### config.mk
export PLATFORM = sky130hd
export DESIGN_NAME = recent_id_ring_table
export DESIGN_NICKNAME = d
export VERILOG_FILES = /design/src/rtl/rirt_pkg.sv /design/src/rtl/rirt_ram.sv /design/src/rtl/rirt_scan.sv /design/src/rtl/recent_id_ring_table.sv
export VERILOG_INCLUDE_DIRS = /design/src /design/src/rtl
export SDC_FILE = /design/constraint.sdc
export NUM_CORES = 1
export LEC_CHECK = 0
export BUFFER_PORTS_ARGS = -buffer_cell sky130_fd_sc_hd__clkbuf_2
export CORE_ASPECT_RATIO = 2
export CORE_MARGIN = 8
export CORE_UTILIZATION = 53
export CTS_BUF_LIST = sky130_fd_sc_hd__clkbuf_4
export CTS_CLUSTER_SIZE = 24
export DETAILED_ROUTE_END_ITERATION = 10
export PLACE_DENSITY = 0.74
export SLEW_MARGIN = 20
export SYNTH_ARGS = -nofsm -noshare
export SYNTH_HDL_FRONTEND = slang
export SYNTH_HIERARCHICAL = 1
export SYNTH_SLANG_ARGS = --single-unit
### constraint.sdc
create_clock -name clk_i -period 3.15 [get_ports clk_i]
set_input_delay 0 -clock clk_i [delete_from_list [all_inputs] [get_ports clk_i]]
set_output_delay 0 -clock clk_i [all_outputs]
set_load 0.02 [all_outputs]
### src/rtl/assert_macros.svh
// Assertion macros shared by the RTL modules.
`ifndef ASSERT_MACROS_SVH
`define ASSERT_MACROS_SVH

// Check on every rising clock edge; skipped while reset is asserted.
`define ASSERT_CLK(lbl, clk, rst_n, prop) \
  lbl: assert property (@(posedge clk) disable iff (!rst_n) (prop)) \
    else $error("assertion failed");

// Same check, but reports a caller-supplied message.
`define ASSERT_CLK_MSG(lbl, clk, rst_n, prop, msg) \
  lbl: assert property (@(posedge clk) disable iff (!rst_n) (prop)) \
    else $error(msg);

`endif

### src/rtl/rirt_pkg.sv
// Types and constants for the recent ID ring table.
package rirt_pkg;

  localparam int unsigned TABLE_DEPTH = 16;
  localparam int unsigned IDX_W       = (TABLE_DEPTH > 1) ? $clog2(TABLE_DEPTH) : 1;
  localparam int unsigned CNT_W       = $clog2(TABLE_DEPTH + 1);
  localparam int unsigned ID_W        = 16;
  localparam int unsigned HELD_W      = 5;

  typedef enum logic [1:0] {
    OP_ADD       = 2'd0,
    OP_LOOKUP    = 2'd1,
    OP_NEXT_FREE = 2'd2
  } op_e;

  typedef struct packed {
    op_e             opcode;
    logic [ID_W-1:0] id_value;
  } req_t;

  typedef struct packed {
    logic              found;
    logic              added;
    logic [ID_W-1:0]   result_id;
    logic [HELD_W-1:0] entries_held;
  } rsp_t;

  // Top level -> scan unit
  typedef struct packed {
    logic             start;
    logic [ID_W-1:0]  key;
    logic [CNT_W-1:0] count;
  } scan_cmd_t;

  // Scan unit -> top level
  typedef struct packed {
    logic done;
    logic hit;
  } scan_rsp_t;

endpackage

### src/rtl/rirt_ram.sv
// Generic single-write, single-read RAM with registered read data.
module rirt_ram #(
  parameter int unsigned Width = 16,
  parameter int unsigned Depth = 16,
  localparam int unsigned AddrW = (Depth > 1) ? $clog2(Depth) : 1
) (
  input  logic             clk_i,
  input  logic             we_i,
  input  logic [AddrW-1:0] waddr_i,
  input  logic [Width-1:0] wdata_i,
  input  logic [AddrW-1:0] raddr_i,
  output logic [Width-1:0] rdata_o
);

  logic [Width-1:0] mem_q [Depth];
  logic [Width-1:0] rdata_q;

  always_ff @(posedge clk_i) begin
    if (we_i) begin
      mem_q[waddr_i] <= wdata_i;
    end
    rdata_q <= mem_q[raddr_i];
  end

  assign rdata_o = rdata_q;

endmodule

### src/rtl/rirt_scan.sv
// Shared compare unit: walks the valid entries looking for one key.
`include "assert_macros.svh"

module rirt_scan
  import rirt_pkg::*;
(
  input  logic             clk_i,
  input  logic             rst_ni,
  input  scan_cmd_t        cmd_i,
  output scan_rsp_t        rsp_o,
  output logic [IDX_W-1:0] rd_addr_o,
  input  logic [ID_W-1:0]  rd_data_i
);

  logic             busy_q;
  logic             cmp_q;
  logic [CNT_W-1:0] idx_q;
  logic [CNT_W-1:0] cnt_q;
  logic [ID_W-1:0]  key_q;
  logic             done_q;
  logic             hit_q;

  logic issue;
  logic match;

  // Read issued this cycle, compared the next (registered RAM read).
  assign issue     = busy_q && (idx_q < cnt_q);
  assign match     = busy_q && cmp_q && (rd_data_i == key_q);
  assign rd_addr_o = idx_q[IDX_W-1:0];

  always_ff @(posedge clk_i or negedge rst_ni) begin
    if (!rst_ni) begin
      busy_q <= 1'b0;
      cmp_q  <= 1'b0;
      idx_q  <= '0;
      done_q <= 1'b0;
      hit_q  <= 1'b0;
    end else begin
      done_q <= 1'b0;
      if (cmd_i.start) begin
        busy_q <= 1'b1;
        cmp_q  <= 1'b0;
        idx_q  <= '0;
      end else if (busy_q) begin
        cmp_q <= issue;
        if (issue) begin
          idx_q <= idx_q + CNT_W'(1);
        end
        if (match) begin
          busy_q <= 1'b0;
          done_q <= 1'b1;
          hit_q  <= 1'b1;
        end else if (!issue) begin
          busy_q <= 1'b0;
          done_q <= 1'b1;
          hit_q  <= 1'b0;
        end
      end
    end
  end

  always_ff @(posedge clk_i) begin
    if (cmd_i.start) begin
      key_q <= cmd_i.key;
      cnt_q <= cmd_i.count;
    end
  end

  assign rsp_o.done = done_q;
  assign rsp_o.hit  = hit_q;

  `ASSERT_CLK(a_start_when_free, clk_i, rst_ni, cmd_i.start |-> !busy_q)
  `ASSERT_CLK(a_done_after_busy, clk_i, rst_ni, done_q |-> $past(busy_q))
  `ASSERT_CLK(a_idx_in_range, clk_i, rst_ni, busy_q |-> (idx_q <= cnt_q))

endmodule

### src/rtl/recent_id_ring_table.sv
// Recent ID ring table: top level with request sequencer, ring state and result register.
// Add/lookup: one scan of the valid entries, then FIN loads the result register.
// Next free: up to TABLE_DEPTH + 1 scans (the key, then candidates from key + 1), then FIN.
// Throughput: one transaction at a time; the single compare unit walks the RAM read port.
// Reset clears write slot, entry count and control; table contents are not cleared.
// A queued result may wait in the output register while the next transaction is taken.
`include "assert_macros.svh"

module recent_id_ring_table
  import rirt_pkg::*;
(
  input  logic clk_i,
  input  logic rst_ni,
  input  logic in_valid_i,
  output logic in_stall_o,
  input  req_t in_data_i,
  output logic out_valid_o,
  input  logic out_stall_i,
  output rsp_t out_data_o
);

  typedef enum logic [1:0] {
    S_IDLE,
    S_SCAN,
    S_SRCH,
    S_FIN
  } state_e;

  state_e           state_q;
  op_e              op_q;
  logic [ID_W-1:0]  id_q;
  logic [ID_W-1:0]  cand_q;
  logic [IDX_W-1:0] tries_q;
  logic             found_q;
  logic             added_q;
  logic [ID_W-1:0]  res_q;
  logic [IDX_W-1:0] slot_q;
  logic [CNT_W-1:0] count_q;
  logic             out_valid_q;
  rsp_t             out_data_q;

  logic             accept;
  logic             out_free;
  logic             do_write;
  scan_cmd_t        scan_cmd;
  scan_rsp_t        scan_rsp;
  logic [IDX_W-1:0] rd_addr;
  logic [ID_W-1:0]  rd_data;

  assign in_stall_o = (state_q != S_IDLE);
  assign accept     = in_valid_i && (state_q == S_IDLE);
  assign out_free   = !out_valid_q || !out_stall_i;

  // New entry stored when an add scan finishes without a hit.
  assign do_write = (state_q == S_SCAN) && scan_rsp.done && !scan_rsp.hit &&
                    (op_q == OP_ADD);

  // Scan launch: on acceptance, on the first candidate, and on each retry.
  always_comb begin
    scan_cmd.start = 1'b0;
    scan_cmd.key   = in_data_i.id_value;
    scan_cmd.count = count_q;
    case (state_q)
      S_IDLE: begin
        scan_cmd.start = accept;
      end
      S_SCAN: begin
        scan_cmd.start = scan_rsp.done && (op_q == OP_NEXT_FREE);
        scan_cmd.key   = id_q + ID_W'(1);
      end
      S_SRCH: begin
        scan_cmd.start = scan_rsp.done && scan_rsp.hit &&
                         (tries_q != IDX_W'(TABLE_DEPTH - 1));
        scan_cmd.key   = cand_q + ID_W'(1);
      end
      default: begin
        scan_cmd.start = 1'b0;
      end
    endcase
  end

  rirt_scan u_scan (
    .clk_i     (clk_i),
    .rst_ni    (rst_ni),
    .cmd_i     (scan_cmd),
    .rsp_o     (scan_rsp),
    .rd_addr_o (rd_addr),
    .rd_data_i (rd_data)
  );

  rirt_ram #(
    .Width (ID_W),
    .Depth (TABLE_DEPTH)
  ) u_table (
    .clk_i   (clk_i),
    .we_i    (do_write),
    .waddr_i (slot_q),
    .wdata_i (id_q),
    .raddr_i (rd_addr),
    .rdata_o (rd_data)
  );

  always_ff @(posedge clk_i or negedge rst_ni) begin
    if (!rst_ni) begin
      state_q     <= S_IDLE;
      slot_q      <= '0;
      count_q     <= '0;
      out_valid_q <= 1'b0;
    end else begin
      // Result register: load from FIN, else drop once taken.
      if (state_q == S_FIN && out_free) begin
        out_valid_q <= 1'b1;
      end else if (out_valid_q && !out_stall_i) begin
        out_valid_q <= 1'b0;
      end
      case (state_q)
        S_IDLE: begin
          if (accept) begin
            state_q <= S_SCAN;
          end
        end
        S_SCAN: begin
          if (scan_rsp.done) begin
            if (do_write) begin
              // Ring write pointer wraps; count saturates at full.
              if (slot_q == IDX_W'(TABLE_DEPTH - 1)) begin
                slot_q <= '0;
              end else begin
                slot_q <= slot_q + IDX_W'(1);
              end
              if (count_q != CNT_W'(TABLE_DEPTH)) begin
                count_q <= count_q + CNT_W'(1);
              end
            end
            state_q <= (op_q == OP_NEXT_FREE) ? S_SRCH : S_FIN;
          end
        end
        S_SRCH: begin
          if (scan_rsp.done && !scan_cmd.start) begin
            state_q <= S_FIN;
          end
        end
        S_FIN: begin
          if (out_free) begin
            state_q <= S_IDLE;
          end
        end
        default: begin
          state_q <= S_IDLE;
        end
      endcase
    end
  end

  // Payload registers.
  always_ff @(posedge clk_i) begin
    if (accept) begin
      op_q    <= in_data_i.opcode;
      id_q    <= in_data_i.id_value;
      res_q   <= in_data_i.id_value;
      added_q <= 1'b0;
    end
    if (state_q == S_SCAN && scan_rsp.done) begin
      found_q <= scan_rsp.hit;
      added_q <= do_write;
      cand_q  <= id_q + ID_W'(1);
      tries_q <= '0;
    end
    if (state_q == S_SRCH && scan_rsp.done) begin
      if (!scan_rsp.hit) begin
        res_q <= cand_q;
      end else if (tries_q == IDX_W'(TABLE_DEPTH - 1)) begin
        // Every try hit: step once more, unchecked.
        res_q <= cand_q + ID_W'(1);
      end else begin
        cand_q  <= cand_q + ID_W'(1);
        tries_q <= tries_q + IDX_W'(1);
      end
    end
    if (state_q == S_FIN && out_free) begin
      out_data_q.found        <= found_q;
      out_data_q.added        <= added_q;
      out_data_q.result_id    <= res_q;
      out_data_q.entries_held <= HELD_W'(count_q);
    end
  end

  assign out_valid_o = out_valid_q;
  assign out_data_o  = out_data_q;

  `ASSERT_CLK(a_count_bound, clk_i, rst_ni, count_q <= CNT_W'(TABLE_DEPTH))
  `ASSERT_CLK(a_add_not_found, clk_i, rst_ni,
              out_valid_q |-> !(out_data_q.added && out_data_q.found))
  `ASSERT_CLK_MSG(a_write_only_add, clk_i, rst_ni,
                  do_write |-> (op_q == OP_ADD), "table write outside an add")

endmodule
==> impl_metrics.csv, run 1 <==
group,metric,value,unit
run_status,outcome,"complete, no violations",
cells_and_area,seqCellArea,0.01118,mm^2
synth,ys_warn_count,6,
clocking,h-tree-depth,3,
drt,viasPerCell,6.132,
hold_path,hold_end,"out_valid_o",
timing,layout_setup_ws,0.3080,ns
timing,finClkSkew,0.04099,ns
critical_path,cp-start-kind,"register",
critical_path,reg2reg_to,"u_table/mem_q[1][7]",
timing,fmax,351.9,MHz
power_and_ir_drop,total_power,16090,uW
critical_path,cp_max_fo,16,
timing,slew_violations,0,
clocking,cts_sinks,393,
cells_and_area,final_nets,1234,
power_and_ir_drop,power_density,860.6,mW/mm^2
synth,synth_edf_count,320,
timing,tns,0,ns
global_routing,antenna_found_initial,2,
clocking,cts_made_buffers,86,
floorplan,floorplan.initialDensity,53.56,%
synth,synthArstFlopShare,5.344,%
placement,pre_cts_ws,0.3931,ns
drt,drc_errors,0,
clocking,clkTransAtPathRegs,0.08,ns
power_and_ir_drop,power.ir.vdd_worst,0.6791,mV
floorplan,ios,47,
critical_path,r2r-start,"state_q[1]",
synth,ys.flop_type,"edfxtp_1",
global_routing,grt_use_total,21.45,%
global_routing,gr-total-overflow,0,
critical_path,arrival,3.26,ns
global_routing,grt_pass1_vias,10395,
hold_path,min_path_cells,3,
cells_and_area,fill_cells,2233,
power_and_ir_drop,leakage,0.006566,uW
synth,yosysSeqAreaShare,68.12,%
global_routing,grt_start_max_net_pins,69,
drt,ant_nets,0,
clocking,cts_tree,"built",
floorplan,die_w,140.4,um
drt,wire_per_inst,24.15,um
clocking,clk_latency,0.78,ns
critical_path,path_class,"register to register",
cells_and_area,drive_gt1_share,26.43,%
placement,dp_hpwl,25.99,mm
synth,ys_seq_elements,393,
synth,syn_area,0.01641,mm^2
timing,tightest_slew,0.8931,ns
critical_path,end_kind,"register",
hold_path,worstHoldStart,"out_stall_i",
timing,rsz0062_at_grt,"no",
drt,dr.first_iter.drc_count,1022,
floorplan,dieHeight,264.8,um
placement,routabilityCongestion,0.9569,
drt,wl,39.46,mm
synth,syn_avg_cell_area,15.91,um^2
drt,vias,10020,
timing,relSlewSlack,40.46,%
critical_path,cp.required,3.57,ns
timing,fin_crit_sh,90.22,%
cells_and_area,syn2layout_area_growth,13.99,%
floorplan,design.core.area,0.03063,mm^2
floorplan,die_area,0.03718,mm^2
synth,syn_inst,1031,
timing,min_period,2.842,ns
synth,syn-num-nets,1069,
drt,drtPass1Iterations,5,
timing,setup_viol,0,
cells_and_area,design_area,0.01870,mm^2
clocking,clock_path_buffers,3,
clocking,cts-root-buf,"clkbuf_4",
cells_and_area,final_util,61.06,%
synth,synth.distinct_cells,75,
hold_path,holdCritPathClass,"primary input to register",
clocking,cts_setup_buffers,0,
global_routing,grt_first_pass_wirelength,59.83,mm
timing,hold_viol,0,
critical_path,rrSetupSlack,0.31,ns
flow_run,drv_cap,0,
placement,place_area,0.01717,mm^2
critical_path,worst_r2r_path_depth,7,
floorplan,rows,91,
placement,io_buffers,46,
cells_and_area,multi_input_area,0.004803,mm^2
[worst max-delay path by stage]
stage          slack, ns        from                  end  depth (start not counted)
4_1_cts             0.35  state_q[1]  u_table/mem_q[0][4]                          7
2_1_floorplan       0.03  state_q[1]      u_scan/idx_q[3]                         10
3_3_place_gp        0.52  state_q[1]  u_table/mem_q[1][6]                          7
3_5_place_dp        0.39  state_q[1]  u_table/mem_q[0][6]                          7
5_1_grt             0.13  state_q[1]      u_scan/key_q[4]                          7
6_report            0.31  state_q[1]  u_table/mem_q[1][7]                          7
[cells by family after synthesis]
logic type	Yosys count	share of synthesized area [%]
AOI/OAI and AO/OA	169	7.459
adders and majority gates	16	1.220
and+or+nand+nor	242	7.627
buffers and inverters	81	2.784
xor gates and xnor gates	49	2.616
muxes	81	10.17
DFF	393	68.12
[Yosys cell counts, types with 10 or more instances]
library cell | instances | area share [%]
edfxtp_1 | 320 | 59
mux4_2 | 54 | 7.4
mux4_1 | 10 | 1.6
xnor2_1 | 18 | 0.96
clkbuf_1 | 19 | 0.43
inv_1 | 19 | 0.43
mux2i_1 | 10 | 0.61
nand4_1 | 16 | 0.61
o22ai_1 | 10 | 0.38
nand2_1 | 71 | 1.6
nand3_1 | 33 | 1.0
nor4_1 | 13 | 0.50
nor3_1 | 12 | 0.37
a21oi_1 | 28 | 0.85
dfrtp_1 | 21 | 3.2
xor2_1 | 31 | 1.7
buf_4 | 16 | 0.73
a22oi_1 | 39 | 1.8
dfxtp_1 | 52 | 6.3
nor2_1 | 46 | 1.1
ha_1 | 16 | 1.2
o21ai_0 | 18 | 0.55
[layout by cell type, fill, tap and decap left out, types with 6 or more instances in the layout]
| master | instances |
|---|---|
| mux4_2 | 54 |
| a221oi_1 | 8 |
| nand2_1 | 71 |
| o221ai_1 | 9 |
| inv_1 | 19 |
| o22ai_1 | 10 |
| and3_1 | 7 |
| xor2_1 | 31 |
| nand2b_1 | 9 |
| a22oi_1 | 39 |
| clkbuf_4 | 124 |
| xnor2_1 | 18 |
| dfxtp_1 | 52 |
| nor3_1 | 8 |
| dlygate4sd3_1 | 39 |
| mux2i_1 | 10 |
| a31oi_1 | 6 |
| nor4_1 | 13 |
| nor2b_1 | 8 |
| nand4_1 | 16 |
| o21ai_0 | 18 |
| nor2_1 | 46 |
| o21a_1 | 8 |
| edfxtp_1 | 320 |
| dfrtp_1 | 19 |
| clkbuf_2 | 46 |
| mux4_1 | 10 |
| buf_4 | 50 |
| ha_1 | 16 |
| nand3_1 | 33 |
| clkinv_1 | 16 |
| a21oi_1 | 27 |
[worst max-delay path, cell delays in order (launching register included)]
cell and delay (ns):
dfrtp_1 0.43, inv_1 0.12, ha_1 0.37, nand2_2 0.28, nor4_4 0.32, or3b_2 0.55
nor2_1 0.13, buf_4 0.30
[metrics by stage]
step | cells | hold WS (ns)
after global routing | 1634 | 0.04153
after floorplan | 1031 | -0.2956
after global placement | 1440 | 0.009965
after CTS | 1631 | 0.002387
after detailed placement | 1440 | 0.02534
final | 1634 | 0.05416
[where the power goes]
part	switching [uW]	total, uW	internal (uW)
Combinational	2760	4810	2050
Sequential	751	7300	6550
Clock	1920	3980	2060
Total	5430	16100	10700
[what timing repair did]
item	CTS	global route
hold buffers	39	1
hold endpoints to repair	110	21
setup endpoints to repair	0	0
resized for setup	0	0
[layer usage]
metal / vias up / track usage, % / part of all wire (%)
met5: - / 0 / 0
li1: 4455 / - / -
met2: 469 / 36.36 / 51
met3: 71 / 5.027 / 6.9
met1: 5025 / 26.10 / 39
met4: 0 / 8.264 / 3.0
[registers in the layout, indices dropped and copies added, names as in the netlist, 2 cells and up]
name / flops
out_data_o: 23
slot_q: 4
count_q: 5
id_q: 16
u_scan/cnt_q: 5
res_q: 16
op_q: 2
u_table/rdata_o: 16
cand_q: 16
u_table/mem_q: 256
u_scan/key_q: 16
tries_q: 4
u_scan/idx_q: 5
state_q: 2
[layout make-up]
| class | count | area share (%) |
|---|---|---|
| flip-flops and latches | 393 | 59.78 |
| multi-input cells | 557 | 25.68 |
| repair buffers | 138 | 5.566 |
| clock buffers | 124 | 4.978 |
| well taps | 372 | 2.489 |
| clock inverters | 28 | 1.070 |
| inverters | 20 | 0.4014 |
| diodes | 2 | 0.02676 |
No activity file was read; power rests on OpenSTA's default activity.
==> run 2: changes to the inputs <==
--- a/config.mk
+++ b/config.mk
@@ -13,7 +13,8 @@
 export CTS_BUF_LIST = sky130_fd_sc_hd__clkbuf_4
 export CTS_CLUSTER_SIZE = 24
 export DETAILED_ROUTE_END_ITERATION = 10
-export PLACE_DENSITY = 0.74
+export PLACE_DENSITY_LB_ADDON = 0.15
+export SETUP_SLACK_MARGIN = 0.3
 export SLEW_MARGIN = 20
 export SYNTH_ARGS = -nofsm -noshare
 export SYNTH_HDL_FRONTEND = slang
==> run 2 against run 1 <==
  * Worst setup slack improved by 0.18 ns
  * Via count fell by 2.3%
  * Count of clock-buffer cells in the layout did not move
  * Sequential share of layout area fell by 0.14 points
  * Highest routed layer unchanged
  * Core utilization rose by 0.14 points
  * Final cell count rose by 0.18%
  * Die area did not move
  * Cell area rose by 0.23%
  * Power fell by 0.99%
  * Clock skew fell by 0.015 ns
  * Largest power group unchanged
  * Combinational power fell by 1%
==> impl_metrics.csv, run 2 (synthesis gave the netlist of run 1 again) <==
group,metric,value,unit
critical_path,cp-start-kind,"register",
cells_and_area,final_util,61.20,%
critical_path,worst_r2r_path_depth,9,
cells_and_area,seqCellArea,0.01118,mm^2
power_and_ir_drop,total_power,15940,uW
clocking,cts_made_buffers,86,
cells_and_area,fin_cells,1637,
critical_path,rrSetupSlack,0.49,ns
cells_and_area,drive_gt1_share,26.19,%
floorplan,rows,91,
timing,setup_viol,0,
cells_and_area,layout_commonest_cell,"edfxtp_1",
timing,tightest_slew,1.081,ns
drt,vias,9789,
drt,viasPerCell,5.980,
placement,routabilityCongestion,0.8903,
cells_and_area,largest_register,"u_table/mem_q",
clocking,cts-root-buf,"clkbuf_4",
floorplan,dieHeight,264.8,um
critical_path,crit_chain,"inv_1 > ha_1 > nand2_2 > buf_4 > inv_2 > a32oi_1 > a21oi_2 > buf_4 > buf_4",
critical_path,arrival,3.10,ns
clocking,cts_tree,"built",
drt,ant_nets,0,
cells_and_area,largest_reg_flops,256,
timing,min_period,2.659,ns
hold_path,worstHoldStart,"in_data_i[9]",
floorplan,die_area,0.03718,mm^2
drt,drc_errors,0,
drt,drtPass1Iterations,5,
timing,finClkSkew,0.02559,ns
cells_and_area,layout_common_cells,"edfxtp_1 (320), clkbuf_4 (124), nand2_1 (71), mux4_2 (54), dfxtp_1 (52)",
critical_path,end_kind,"register",
global_routing,antenna_found_initial,1,
critical_path,path_buf_inv,5,
cells_and_area,syn2layout_area_growth,14.25,%
critical_path,crit_top_cell,"buf_4",
drt,wire_per_inst,23.95,um
critical_path,crit_family,"buffers and inverters",
global_routing,grt_pass1_vias,9954,
timing,rsz0062_at_grt,"no",
hold_path,min_path_cells,3,
hold_path,holdCritPathClass,"primary input to register",
critical_path,r2r-start,"state_q[1]",
drt,dr.first_iter.drc_count,926,
global_routing,grt_use_total,21.44,%
flow_run,drv_cap,0,
drt,wl,39.21,mm
cells_and_area,final_nets,1239,
hold_path,hold_end,"u_scan/key_q[9]",
cells_and_area,fill_cells,2314,
power_and_ir_drop,power_density,850.1,mW/mm^2
clocking,cts_sinks,393,
timing,fmax,376.1,MHz
critical_path,slowest_stage,"dfrtp_1",
global_routing,grt_start_max_net_pins,27,
cells_and_area,multi_input_area,0.004810,mm^2
clocking,h-tree-depth,3,
timing,fin_crit_sh,84.40,%
clocking,clkTransAtPathRegs,0.07,ns
critical_path,reg2reg_to,"u_scan/key_q[4]",
timing,relSlewSlack,27.69,%
run_status,outcome,"complete, no violations",
critical_path,cp_max_fo,17,
timing,hold_viol,0,
timing,hold_slack,0.1141,ns
timing,slew_violations,0,
floorplan,ios,47,
floorplan,design.core.area,0.03063,mm^2
placement,io_buffers,46,
timing,tns,0,ns
global_routing,grt_first_pass_wirelength,59.43,mm
critical_path,path_class,"register to register",
floorplan,floorplan.initialDensity,53.56,%
placement,dp_hpwl,26.05,mm
power_and_ir_drop,power.ir.vdd_worst,0.4459,mV
power_and_ir_drop,leakage,0.006584,uW
critical_path,cp_slowest_stage_delay,0.42,ns
floorplan,die_w,140.4,um
critical_path,cp.required,3.59,ns
global_routing,gr-total-overflow,0,
placement,place_inst,1443,
clocking,clk_latency,0.77,ns
clocking,clock_path_buffers,3,
clocking,cts_setup_buffers,0,
## run 2: cell types whose count changed in the layout (fill, tap and decap cells not counted), sizes merged
| cell | delta |
|---|---|
| buf | +3 |
| bufinv | -1 |
| clkinv | +4 |
| clkinvlp | -3 |
| diode | -1 |
| dlygate4sd3 | +2 |
| inv | -1 |
## run 2: layout make-up
type,count,share of cell area [%]
inverter,20,0.4005
antenna,1,0.01335
clock inverter,27,0.8477
timing repair buffer,143,5.981
clock buffer,124,4.966
tap,372,2.483
sequential,393,59.65
multi-input combinational,557,25.66
## run 2: repair_timing
| action | CTS | global route |
|---|---|---|
| hold endpoints to repair | 100 | 21 |
| hold buffers | 41 | 1 |
| gates resized for setup | 0 | 0 |
## run 2: report_power, final
part	switching, uW	leakage (uW)	internal, uW
registers	737	0.00360	6550
logic	2690	0.00234	2060
clock network	1920	0.000650	1970
## run 2: through the flow
step | area (um^2) | worst slack, ns
finish | 18740 | 0.4914
global route | 18740 | 0.3220
CTS | 18730 | 0.4866
detailed placement | 17230 | 0.5176
global placement | 17230 | 0.6334
floorplan | 16440 | 0.2197
## run 2: tightest hold or removal path, cell delays in order
cell and delay, ns:
dlygate4sd3_1 0.52, clkbuf_2 0.13, o21a_1 0.12
## run 2: worst max path at each step
stage	endpoint	startpoint	cells past startpoint	slack, ns
after CTS	u_scan/key_q[4]	state_q[1]	9	0.49
after detailed placement	u_scan/key_q[11]	state_q[1]	9	0.52
final	u_scan/key_q[4]	state_q[1]	9	0.49
after global routing	u_scan/busy_q	state_q[1]	11	0.32
after global placement	u_scan/key_q[6]	state_q[1]	9	0.63
after floorplan	u_table/mem_q[1][0]	state_q[1]	7	0.22
## run 2: layer usage
metal,wire [um],track usage (%)
met1,16210,27.25
met2,20030,35.66
met3,1908,3.550
met4,1064,9.357
met5,0,0
